**src/design/aks_cell.sv**
```systemverilog
// One word cell of the scan window: byte shift on input, word rotate while checking.
`timescale 1ns / 1ps
`default_nettype none
module aks_cell (
  input  wire logic        clk_i,
  input  wire logic        shift_i,
  input  wire logic        rotate_i,
  input  wire logic [7:0]  next_byte_i,
  input  wire logic [31:0] next_word_i,
  output logic [31:0]      word_o
);
  logic [31:0] word_q;

  always_ff @(posedge clk_i) begin
    if (shift_i) begin
      word_q <= {word_q[23:0], next_byte_i};
    end else if (rotate_i) begin
      word_q <= next_word_i;
    end
  end

  assign word_o = word_q;
endmodule
`default_nettype wire

```
**config.mk**
```make
export PLATFORM = sky130hd
export DESIGN_NAME = aks_cell
export DESIGN_NICKNAME = d
export VERILOG_FILES = /design/src/design/aks_cell.sv
export SDC_FILE = /design/constraint.sdc
export NUM_CORES = 1
export LEC_CHECK = 0
export BUFFER_PORTS_ARGS = -buffer_cell sky130_fd_sc_hd__buf_2
export CORE_MARGIN = 3
export CORE_UTILIZATION = 45
export DETAILED_ROUTE_END_ITERATION = 7
export PLACE_DENSITY = 0.83
export SYNTH_ARGS = -nofsm -noshare
export SYNTH_HDL_FRONTEND = slang
export SYNTH_SLANG_ARGS = --single-unit
```
**constraint.sdc**
```tcl
create_clock -name clk_i -period 2.2 [get_ports clk_i]
set_clock_uncertainty 0.1 [all_clocks]
set_input_delay 0.22 -clock clk_i [delete_from_list [all_inputs] [get_ports clk_i]]
set_output_delay 0.22 -clock clk_i [all_outputs]
set_load 0.02 [all_outputs]
```
==> impl_metrics.tcl <==
set metrics [dict create \
    ios 75 \
    dp.cells 187 \
    clockBufferDepth 2 \
    cpLargestDelayFamily "flip-flops" \
    vias_per_cell 4.64 \
    overflow 0 \
    seq_power_share_pct 55.8 \
    maxCapViolCount 0 \
    cts_max_level 2 \
    post-route-period-util_pct 56.1 \
    yosysWarnings 0 \
    crit_fanout 2 \
    r2r_start "word_o[1]" \
    worst_setup_path_start_kind "flop" \
    antenna_found_initial 0 \
    grt_pass1_vias 1010 \
    reg2reg_to "word_o[9]" \
    ys_seq_elements 32 \
    seq_area_frac_synth_pct 63.7 \
    drc 0 \
    rows 20 \
    clk_latency_ps 320 \
    crit_cells 1 \
    status "completed" \
    clock_sinks 32 \
    tightest_slew_ps 410 \
    ant_nets 0 \
    fp.dieH_um 63.9 \
    finalCriticalPeriod_ps 1240 \
    worst-r2r-setup-slack_ps 1170 \
    gp_congestion 0.653 \
    max_slew_margin_pct 72.7 \
    hold_buffers 0 \
    crit_buf_inv 1 \
    cpPeakStageDelay_ps 420 \
    die_w_um 63.9 \
    core_area_um2 3130 \
    fin_tns_setup_ps 0 \
    worstPathRequired_ps 1880 \
    drive_gt1_share_pct 76.2 \
    async_flop_share_pct 0 \
    synthDominantCellAreaShare_pct 63.7 \
    syn_area_um2 1510 \
    io_buffers 74 \
    final_nets 193 \
    synth_area_leaders "edfxtp_1, mux2_4, buf_12" \
    cp_slowest_cell "edfxtp_1" \
    syn_to_final_growth_pct 29.5 \
    rsz0062_at_grt "no" \
    syn_nets 112 \
    yosys.area.top_type "edfxtp_1" \
    post_cts_resized 0 \
    p_sw_share_pct 26.1 \
    cts-root-buf "clkbuf_4" \
    syn_avg_cell_area_um2 21.9 \
    irDropWorstVdd_mv 0.424 \
    cts_setup_buffers 0 \
    final_cells 195 \
    post-route-util_pct 62.4 \
    drt_iter0_markers 24 \
    p_per_area_nw_per_um2 716 \
    path_class "reg2out" \
    hold_viol 0 \
    worstHoldPathType "in2reg" \
    drt_wl_total_um 2640 \
    grt_util_all_layers_pct 14.1 \
    path_clk_slew_ps 90 \
    numCtsBuffers 5 \
    tritoncts "yes" \
    p_int_uw 1030 \
    yosysMostFrequentCell "edfxtp_1" \
    first_pass_iters 2 \
    diodes 0 \
    grt_pass1_wl_um 4390 \
    end_kind "primary output" \
    n_fill_cell 232 \
    synth_edf_count 32 \
    largest_register_ffs 32 \
    grt_max_degree 21 \
    ff2ff_path_depth 1 \
    worstHoldStart "next_word_i[15]" \
    setup_violations 0 \
    ys_top_cells_by_count "edfxtp_1, mux2_4, buf_12, mux2_2" \
    worstPathArrival_ps 920 \
    whs_path_depth 2 \
    path_cells "buf_2" \
    combinationalPowerShare_pct 22.5 \
    p_leak_uw 0.000919 \
    slew_violations 0 \
    vias 904 \
    timing.fmax_mhz 810 \
    synth_ff_type "edfxtp_1" \
    yosysUniqueCellTypes 6 \
    dieArea_um2 4080 \
    syn_inst 69 \
    p_sw_uw 365 \
    hold_end "word_o[15]" \
    wire_per_inst_um 13.5 \
    power_frac_clock_pct 21.7 \
    start_util_pct 48.2 \
]
[kinds of logic after synthesis]
logic type	count (synthesis)	synth area share [%]
muxes	32	31.1
buffers and inverters	4	4.73
and+or+nand+nor	1	0.415
DFF	32	63.7
[routing by layer]
layer / share of wire, % / track usage (%) / vias to the layer above
met3: 9.2 / 5.45 / 6
li1: - / - / 432
met4: 1.5 / 4.85 / 0
met1: 35 / 14.2 / 412
met2: 54 / 26.1 / 54
met5: 0 / 0 / -
[through the flow]
stage / hold slack [ps] / power (uW) / worst slack, ps / instance area [um^2]
5_1_grt: 60.4 / 1480 / 913 / 1950
3_5_place_dp: 424 / 1110 / 669 / 1900
2_1_floorplan: 337 / 1010 / 467 / 1510
4_1_cts: 77.3 / 1420 / 936 / 1950
3_3_place_gp: 420 / 1100 / 704 / 1900
6_report: 95.1 / 1400 / 965 / 1950
[power by group through the flow]
stage / logic (uW) / registers, uW / clock network [uW]
2_1_floorplan: 125 / 882 / 0
3_3_place_gp: 313 / 790 / 0
3_5_place_dp: 319 / 795 / 0
4_1_cts: 320 / 782 / 317
5_1_grt: 333 / 791 / 357
6_report: 314 / 780 / 303
[cells in the final DEF, fill, tap and decap left out, drive strengths merged]
cell type / instances
clkinv: 1
edfxtp: 32
or2: 1
clkbuf: 7
mux2: 32
buf: 78
[how the worst max path moves through the flow]
stage / endpoint / start / slack [ps]
finish: word_o[1] / word_o[1] / 960
global route: word_o[17] / word_o[17] / 910
CTS: word_o[1] / word_o[1] / 940
detailed placement: word_o[26] / shift_i / 670
global placement: word_o[3] / shift_i / 700
floorplan: word_o[0] / shift_i / 470
[layout make-up]
class	count	area (um^2)	area share (%)
clock buffers	7	45.0	2.31
clock inverters	1	3.75	0.192
multi-input cells	33	475	24.3
flip-flops and latches	32	961	49.2
well taps	44	55.1	2.82
repair buffers	78	413	21.1
No activity file was read; power rests on OpenSTA's default activity.
