`src/design/aks_pkg.sv`:
```
// Shared types, constants and AES tables for the key schedule scanner.
`timescale 1ns / 1ps
`default_nettype none
package aks_pkg;

  localparam int unsigned NumWords = 60;
  localparam int unsigned WinBytes = 4 * NumWords;
  localparam int unsigned OffsetW  = 32;
  localparam int unsigned StepW    = $clog2(NumWords);

  typedef struct packed {
    logic [7:0] data_byte;
    logic       restart;
  } in_word_t;

  typedef struct packed {
    logic [OffsetW-1:0] offset;
    logic               found;
  } out_word_t;

  // checker to top level
  typedef struct packed {
    logic busy;
    logic rotate;
    logic done;
    logic found;
  } chk_status_t;

  localparam logic [7:0] SBOX [256] = '{
    8'h63,8'h7C,8'h77,8'h7B,8'hF2,8'h6B,8'h6F,8'hC5,8'h30,8'h01,8'h67,8'h2B,8'hFE,8'hD7,8'hAB,8'h76,
    8'hCA,8'h82,8'hC9,8'h7D,8'hFA,8'h59,8'h47,8'hF0,8'hAD,8'hD4,8'hA2,8'hAF,8'h9C,8'hA4,8'h72,8'hC0,
    8'hB7,8'hFD,8'h93,8'h26,8'h36,8'h3F,8'hF7,8'hCC,8'h34,8'hA5,8'hE5,8'hF1,8'h71,8'hD8,8'h31,8'h15,
    8'h04,8'hC7,8'h23,8'hC3,8'h18,8'h96,8'h05,8'h9A,8'h07,8'h12,8'h80,8'hE2,8'hEB,8'h27,8'hB2,8'h75,
    8'h09,8'h83,8'h2C,8'h1A,8'h1B,8'h6E,8'h5A,8'hA0,8'h52,8'h3B,8'hD6,8'hB3,8'h29,8'hE3,8'h2F,8'h84,
    8'h53,8'hD1,8'h00,8'hED,8'h20,8'hFC,8'hB1,8'h5B,8'h6A,8'hCB,8'hBE,8'h39,8'h4A,8'h4C,8'h58,8'hCF,
    8'hD0,8'hEF,8'hAA,8'hFB,8'h43,8'h4D,8'h33,8'h85,8'h45,8'hF9,8'h02,8'h7F,8'h50,8'h3C,8'h9F,8'hA8,
    8'h51,8'hA3,8'h40,8'h8F,8'h92,8'h9D,8'h38,8'hF5,8'hBC,8'hB6,8'hDA,8'h21,8'h10,8'hFF,8'hF3,8'hD2,
    8'hCD,8'h0C,8'h13,8'hEC,8'h5F,8'h97,8'h44,8'h17,8'hC4,8'hA7,8'h7E,8'h3D,8'h64,8'h5D,8'h19,8'h73,
    8'h60,8'h81,8'h4F,8'hDC,8'h22,8'h2A,8'h90,8'h88,8'h46,8'hEE,8'hB8,8'h14,8'hDE,8'h5E,8'h0B,8'hDB,
    8'hE0,8'h32,8'h3A,8'h0A,8'h49,8'h06,8'h24,8'h5C,8'hC2,8'hD3,8'hAC,8'h62,8'h91,8'h95,8'hE4,8'h79,
    8'hE7,8'hC8,8'h37,8'h6D,8'h8D,8'hD5,8'h4E,8'hA9,8'h6C,8'h56,8'hF4,8'hEA,8'h65,8'h7A,8'hAE,8'h08,
    8'hBA,8'h78,8'h25,8'h2E,8'h1C,8'hA6,8'hB4,8'hC6,8'hE8,8'hDD,8'h74,8'h1F,8'h4B,8'hBD,8'h8B,8'h8A,
    8'h70,8'h3E,8'hB5,8'h66,8'h48,8'h03,8'hF6,8'h0E,8'h61,8'h35,8'h57,8'hB9,8'h86,8'hC1,8'h1D,8'h9E,
    8'hE1,8'hF8,8'h98,8'h11,8'h69,8'hD9,8'h8E,8'h94,8'h9B,8'h1E,8'h87,8'hE9,8'hCE,8'h55,8'h28,8'hDF,
    8'h8C,8'hA1,8'h89,8'h0D,8'hBF,8'hE6,8'h42,8'h68,8'h41,8'h99,8'h2D,8'h0F,8'hB0,8'h54,8'hBB,8'h16
  };

  localparam logic [7:0] RCON [16] = '{
    8'h8d,8'h01,8'h02,8'h04,8'h08,8'h10,8'h20,8'h40,
    8'h80,8'h1b,8'h36,8'h6c,8'hd8,8'hab,8'h4d,8'h9a
  };

  function automatic logic [31:0] sbox_subst(input logic [31:0] w);
    sbox_subst = {SBOX[w[31:24]], SBOX[w[23:16]], SBOX[w[15:8]], SBOX[w[7:0]]};
  endfunction

endpackage
`default_nettype wire

```
`src/design/aks_check.sv`:
```
// Sequencer that walks the rotating window and checks the key expansion word by word.
`timescale 1ns / 1ps
`default_nettype none
module aks_check (
  input  wire logic              clk_i,
  input  wire logic              rst_ni,
  input  wire logic              start_i,
  input  wire logic [3:0]        nk_i,
  input  wire logic [31:0]       head_i,
  input  wire logic              out_free_i,
  output aks_pkg::chk_status_t   status_o
);
  import aks_pkg::*;

  localparam logic [1:0] StIdle = 2'd0;
  localparam logic [1:0] StRun  = 2'd1;
  localparam logic [1:0] StHold = 2'd2;
  localparam logic [StepW-1:0] StepLast = StepW'(NumWords - 1);

  logic [1:0]       state_q, state_d;
  logic [StepW-1:0] step_q;
  logic [2:0]       phase_q;
  logic [3:0]       rc_q;
  logic             ok_q;
  logic [31:0]      hist_q [8];

  logic [StepW-1:0] total_w, skip_w;
  logic [2:0]       nk_m1;
  logic             live, wrap, mism;
  logic [31:0]      t_w, exp_w;

  assign total_w = StepW'({nk_i + 4'd7, 2'b00});
  assign skip_w  = StepW'(NumWords) - total_w;
  assign nk_m1   = 3'(nk_i - 4'd1);
  assign live    = (state_q == StRun) && (step_q >= skip_w);
  assign wrap    = (phase_q == nk_m1);

  always_comb begin
    t_w = hist_q[0];
    if (phase_q == 3'd0) begin
      t_w = sbox_subst({hist_q[0][23:0], hist_q[0][31:24]}) ^ {RCON[rc_q], 24'h0};
    end else if (phase_q == 3'd4 && nk_i > 4'd6) begin
      t_w = sbox_subst(hist_q[0]);
    end
    exp_w = hist_q[nk_m1] ^ t_w;
    mism  = live && (rc_q != 4'd0) && (exp_w != head_i);
  end

  always_comb begin
    state_d = state_q;
    unique case (state_q)
      StIdle:  if (start_i) state_d = StRun;
      StRun:   if (step_q == StepLast) state_d = StHold;
      StHold:  if (out_free_i) state_d = StIdle;
      default: state_d = StIdle;
    endcase
  end

  always_ff @(posedge clk_i or negedge rst_ni) begin
    if (!rst_ni) begin
      state_q <= StIdle;
      step_q  <= '0;
      phase_q <= '0;
      rc_q    <= '0;
      ok_q    <= 1'b0;
    end else begin
      state_q <= state_d;
      if (start_i && state_q == StIdle) begin
        step_q  <= '0;
        phase_q <= '0;
        rc_q    <= '0;
        ok_q    <= 1'b1;
      end else if (state_q == StRun) begin
        step_q <= step_q + 1'b1;
        if (mism) ok_q <= 1'b0;
        if (live) begin
          if (wrap) begin
            phase_q <= '0;
            rc_q    <= rc_q + 4'd1;
          end else begin
            phase_q <= phase_q + 3'd1;
          end
        end
      end
    end
  end

  // history of the last eight candidate words, newest at index 0
  always_ff @(posedge clk_i) begin
    if (live) begin
      hist_q[0] <= head_i;
      for (int k = 1; k < 8; k++) begin
        hist_q[k] <= hist_q[k-1];
      end
    end
  end

  assign status_o.busy   = (state_q != StIdle);
  assign status_o.rotate = (state_q == StRun);
  assign status_o.done   = (state_q == StHold) && out_free_i;
  assign status_o.found  = ok_q;

  a_start_idle: assert property (@(posedge clk_i) disable iff (!rst_ni)
    start_i |-> state_q == StIdle) else $error("check started while busy");
  a_run_end: assert property (@(posedge clk_i) disable iff (!rst_ni)
    (state_q == StRun && step_q == StepLast) |=> state_q == StHold)
    else $error("walk did not end after last word");
  a_done_idle: assert property (@(posedge clk_i) disable iff (!rst_ni)
    status_o.done |=> state_q == StIdle) else $error("result issued twice");
endmodule
`default_nettype wire

```
`config.mk`:
```
export PLATFORM = sky130hd
export DESIGN_NAME = aks_check
export DESIGN_NICKNAME = d
export VERILOG_FILES = /design/src/design/aks_pkg.sv /design/src/design/aks_check.sv
export SDC_FILE = /design/constraint.sdc
export NUM_CORES = 1
export LEC_CHECK = 0
export BUFFER_PORTS_ARGS = -buffer_cell sky130_fd_sc_hd__buf_2
export CAP_MARGIN = 20
export CORE_MARGIN = 1
export CORE_UTILIZATION = 45
export DETAILED_ROUTE_END_ITERATION = 10
export SYNTH_ARGS = -nofsm -noshare
export SYNTH_HDL_FRONTEND = slang
export SYNTH_SLANG_ARGS = --single-unit
export TNS_END_PERCENT = 5
```
`constraint.sdc`:
```
create_clock -name clk_i -period 17.6 [get_ports clk_i]
set_input_delay 3.52 -clock clk_i [delete_from_list [all_inputs] [get_ports clk_i]]
set_output_delay 3.52 -clock clk_i [all_outputs]
set_load 0.005 [all_outputs]
```
==> impl_metrics.tcl <==
set metrics [dict create \
    cts_buffers 29 \
    drc 0 \
    yosys_most_used_dff "edfxtp_1" \
    power.total_mw 2.72 \
    hold_ws_ns 0.442 \
    setup-violations-final 0 \
    io_pins 44 \
    fin_cells 3517 \
    fin_crit_sh_pct 42.1 \
    finClkSkew_ns 0.0126 \
    cts_tree "done" \
    dpl.hpwl_um 74200 \
    cts_resized 0 \
    die_height_um 242 \
    antenna_found_initial 1 \
    dp.cells 3463 \
    fillers 5406 \
    synth_xor_area_share_pct 2.47 \
    relSlewSlack_pct 26.9 \
    power.leakage_nw 9.15 \
    vias 26100 \
    synth_fp_nets 3029 \
    clock_sinks 272 \
    syn_avg_cell_area_um2 8.90 \
    cap_viol_max_count 0 \
    synth_mux_area_share_pct 10.9 \
    critPathLaunchType "input port" \
    drive_gt1_share_pct 10.5 \
    clock_latency_ns 0.56 \
    ir_drop_v 0.0000593 \
    start_util_pct 45.7 \
    ys_seq_area_share_pct 31.2 \
    antenna_left 0 \
    globalRouteTotalUtil_pct 36.3 \
    clk_pin_slew_ns 0.06 \
    grt_pass1_wl_um 164000 \
    yosys.area_share.adder_pct 3.57 \
    h-tree-depth 1 \
    power_density_nw_per_um2 100 \
    synth_area_um2 25900 \
    wl_per_cell_um 31.4 \
    syn_to_final_growth_pct 4.47 \
    synth_seq_cells 272 \
    ys_types 84 \
    fmax_ghz 0.135 \
    seqCellArea_um2 8090 \
    finalHoldViolCount 0 \
    post_cts_buffers 0 \
    drt_wl_total_um 110000 \
    grt_setup_unrepaired "false" \
    worst_pin_slew_ns 1.08 \
    rows 87 \
    post-place-ws_ns 9.70 \
    hold_buffers 0 \
    cts_root_buf "clkbuf_16" \
    firstDrtPassIters 9 \
    yosys_warnings 0 \
    port_buffers 43 \
    synth_top_family_by_area "compound AO/OA/AOI/OAI gates" \
    dieArea_um2 58600 \
    die_w_um 242 \
    grt_overflow 0 \
    slew_viol_final 0 \
    layout.nets 2853 \
    coreArea_um2 56700 \
    final_cell_area_um2 27100 \
    grt_max_degree 108 \
    required_ns 14.08 \
    synth.top_cell.area_share_pct 29.6 \
    fin_util_pct 47.8 \
    synthArstFlopShare_pct 5.88 \
    worstPathArrival_ns 3.88 \
    min_path_type "register to register" \
    path_max_fanout 2 \
    cts_max_path_buffers 3 \
    synth_compound_area_share_pct 26.0 \
    gp_congestion 1.02 \
    fin_setup_tns_ns 0 \
    grt_pass1_vias 24500 \
    synth_edf_count 256 \
    synth_top_area_cell "edfxtp_1" \
    crit_type "input port to output port" \
    vias_per_cell 7.41 \
    yosysMostFrequentCell "edfxtp_1" \
    fin_crit_ns 7.40 \
    placed_area_um2 26200 \
    multi_input_area_um2 16200 \
    synthSimpleGateAreaFrac_pct 19.4 \
    dr.first_iter.drc_count 3961 \
    synth_common_cells "edfxtp_1, o21ai_0, nand2_1" \
    synthCells 2915 \
    status "completed" \
    fin_ws_ns 10.20 \
    synthTopCellsByArea "edfxtp_1, mux4_2, o21ai_0, ha_1, a21oi_1" \
    endpoint_kind "output port" \
]
## worst paths after layout
| check | startpoint | slack, ns | depth (start not counted) | end |
|---|---|---|---|---|
| worst max-delay path | out_free_i | 10.20 | 3 | status_o[1] |
| worst min-delay path | hist_q[1][13] | 0.44 | 0 | hist_q[2][13] |
| worst max register to register | hist_q[0][10] | 12.01 | 13 | ok_q |
| worst min register to register | hist_q[1][13] | 0.44 | 0 | hist_q[2][13] |
| max in group asynchronous | rst_ni | 14.40 | 1 | phase_q[2] |
| min in group asynchronous | rst_ni | 2.90 | 1 | ok_q |
## power by group
group          internal [mW]  switching, mW  leakage [nW]
Sequential             0.829         0.0583          2.77
Combinational          0.420          0.830          5.96
Clock                  0.337          0.248         0.428
Total                   1.59           1.14          9.15
## area by class of cell
class / instances / area share [%]
flip-flops and latches: 272 / 29.8
multi-input cells: 2258 / 59.7
well taps: 756 / 3.49
inverters: 64 / 0.914
repair buffers: 114 / 2.77
diodes: 2 / 0.0185
clock inverters: 9 / 0.379
clock buffers: 42 / 2.90
## metal layers
layer  routed length [um]  track usage (%)  up-vias
met2                47900             54.6     2010
met4                 5610             16.7        2
met1                44100             50.1    12700
met5                   16                0        -
met3                12800             7.42      388
li1                     -                -    11000
## cells in the final DEF, fill, tap and decap left out, types with 15 or more instances in the layout
cell	instances
o311ai_0	46
a31oi_1	59
nor3_1	113
a211oi_1	58
nand4_1	20
o221ai_1	35
nand2b_1	84
clkbuf_16	29
nor2_1	171
a211o_1	16
o32ai_1	21
xor2_1	19
inv_1	54
o21a_1	22
o31ai_1	41
or2_2	23
nand3_1	92
ha_1	73
dfrtp_1	16
a221oi_1	29
nor3b_1	21
o211ai_1	47
a311oi_1	32
a2111oi_0	17
nor4_1	22
o21ai_0	197
buf_2	42
nor2b_1	111
xnor2_1	53
edfxtp_1	256
and3_1	15
and2_1	36
o2111ai_1	15
o22ai_1	16
mux4_2	82
or3_1	33
a21oi_1	169
nand2_1	183
buf_4	72
mux2i_1	84
## registers in the layout (all words and copies together) (netlist names)
register  count
phase_q       3
rc_q          4
state_q       2
hist_q      256
step_q        6
ok_q          1
## worst max-delay path, cell delays in order
cell and delay (ns):
buf_2 0.10, and3b_1 0.15, buf_2 0.12
## cell families (layout without fill, tap and decap cells)
| kind of cell | Yosys count | count (layout) |
|---|---|---|
| and+or+nand+nor | 968 | 968 |
| AOI/OAI and AO/OA | 965 | 965 |
| buffers and inverters | 385 | 229 |
| DFF | 272 | 272 |
| muxes | 178 | 178 |
| adders and majority gates | 74 | 74 |
| xor gates and xnor gates | 73 | 73 |
| other | 0 | 2 |
Note: power is estimated with default switching activity, not from simulation.
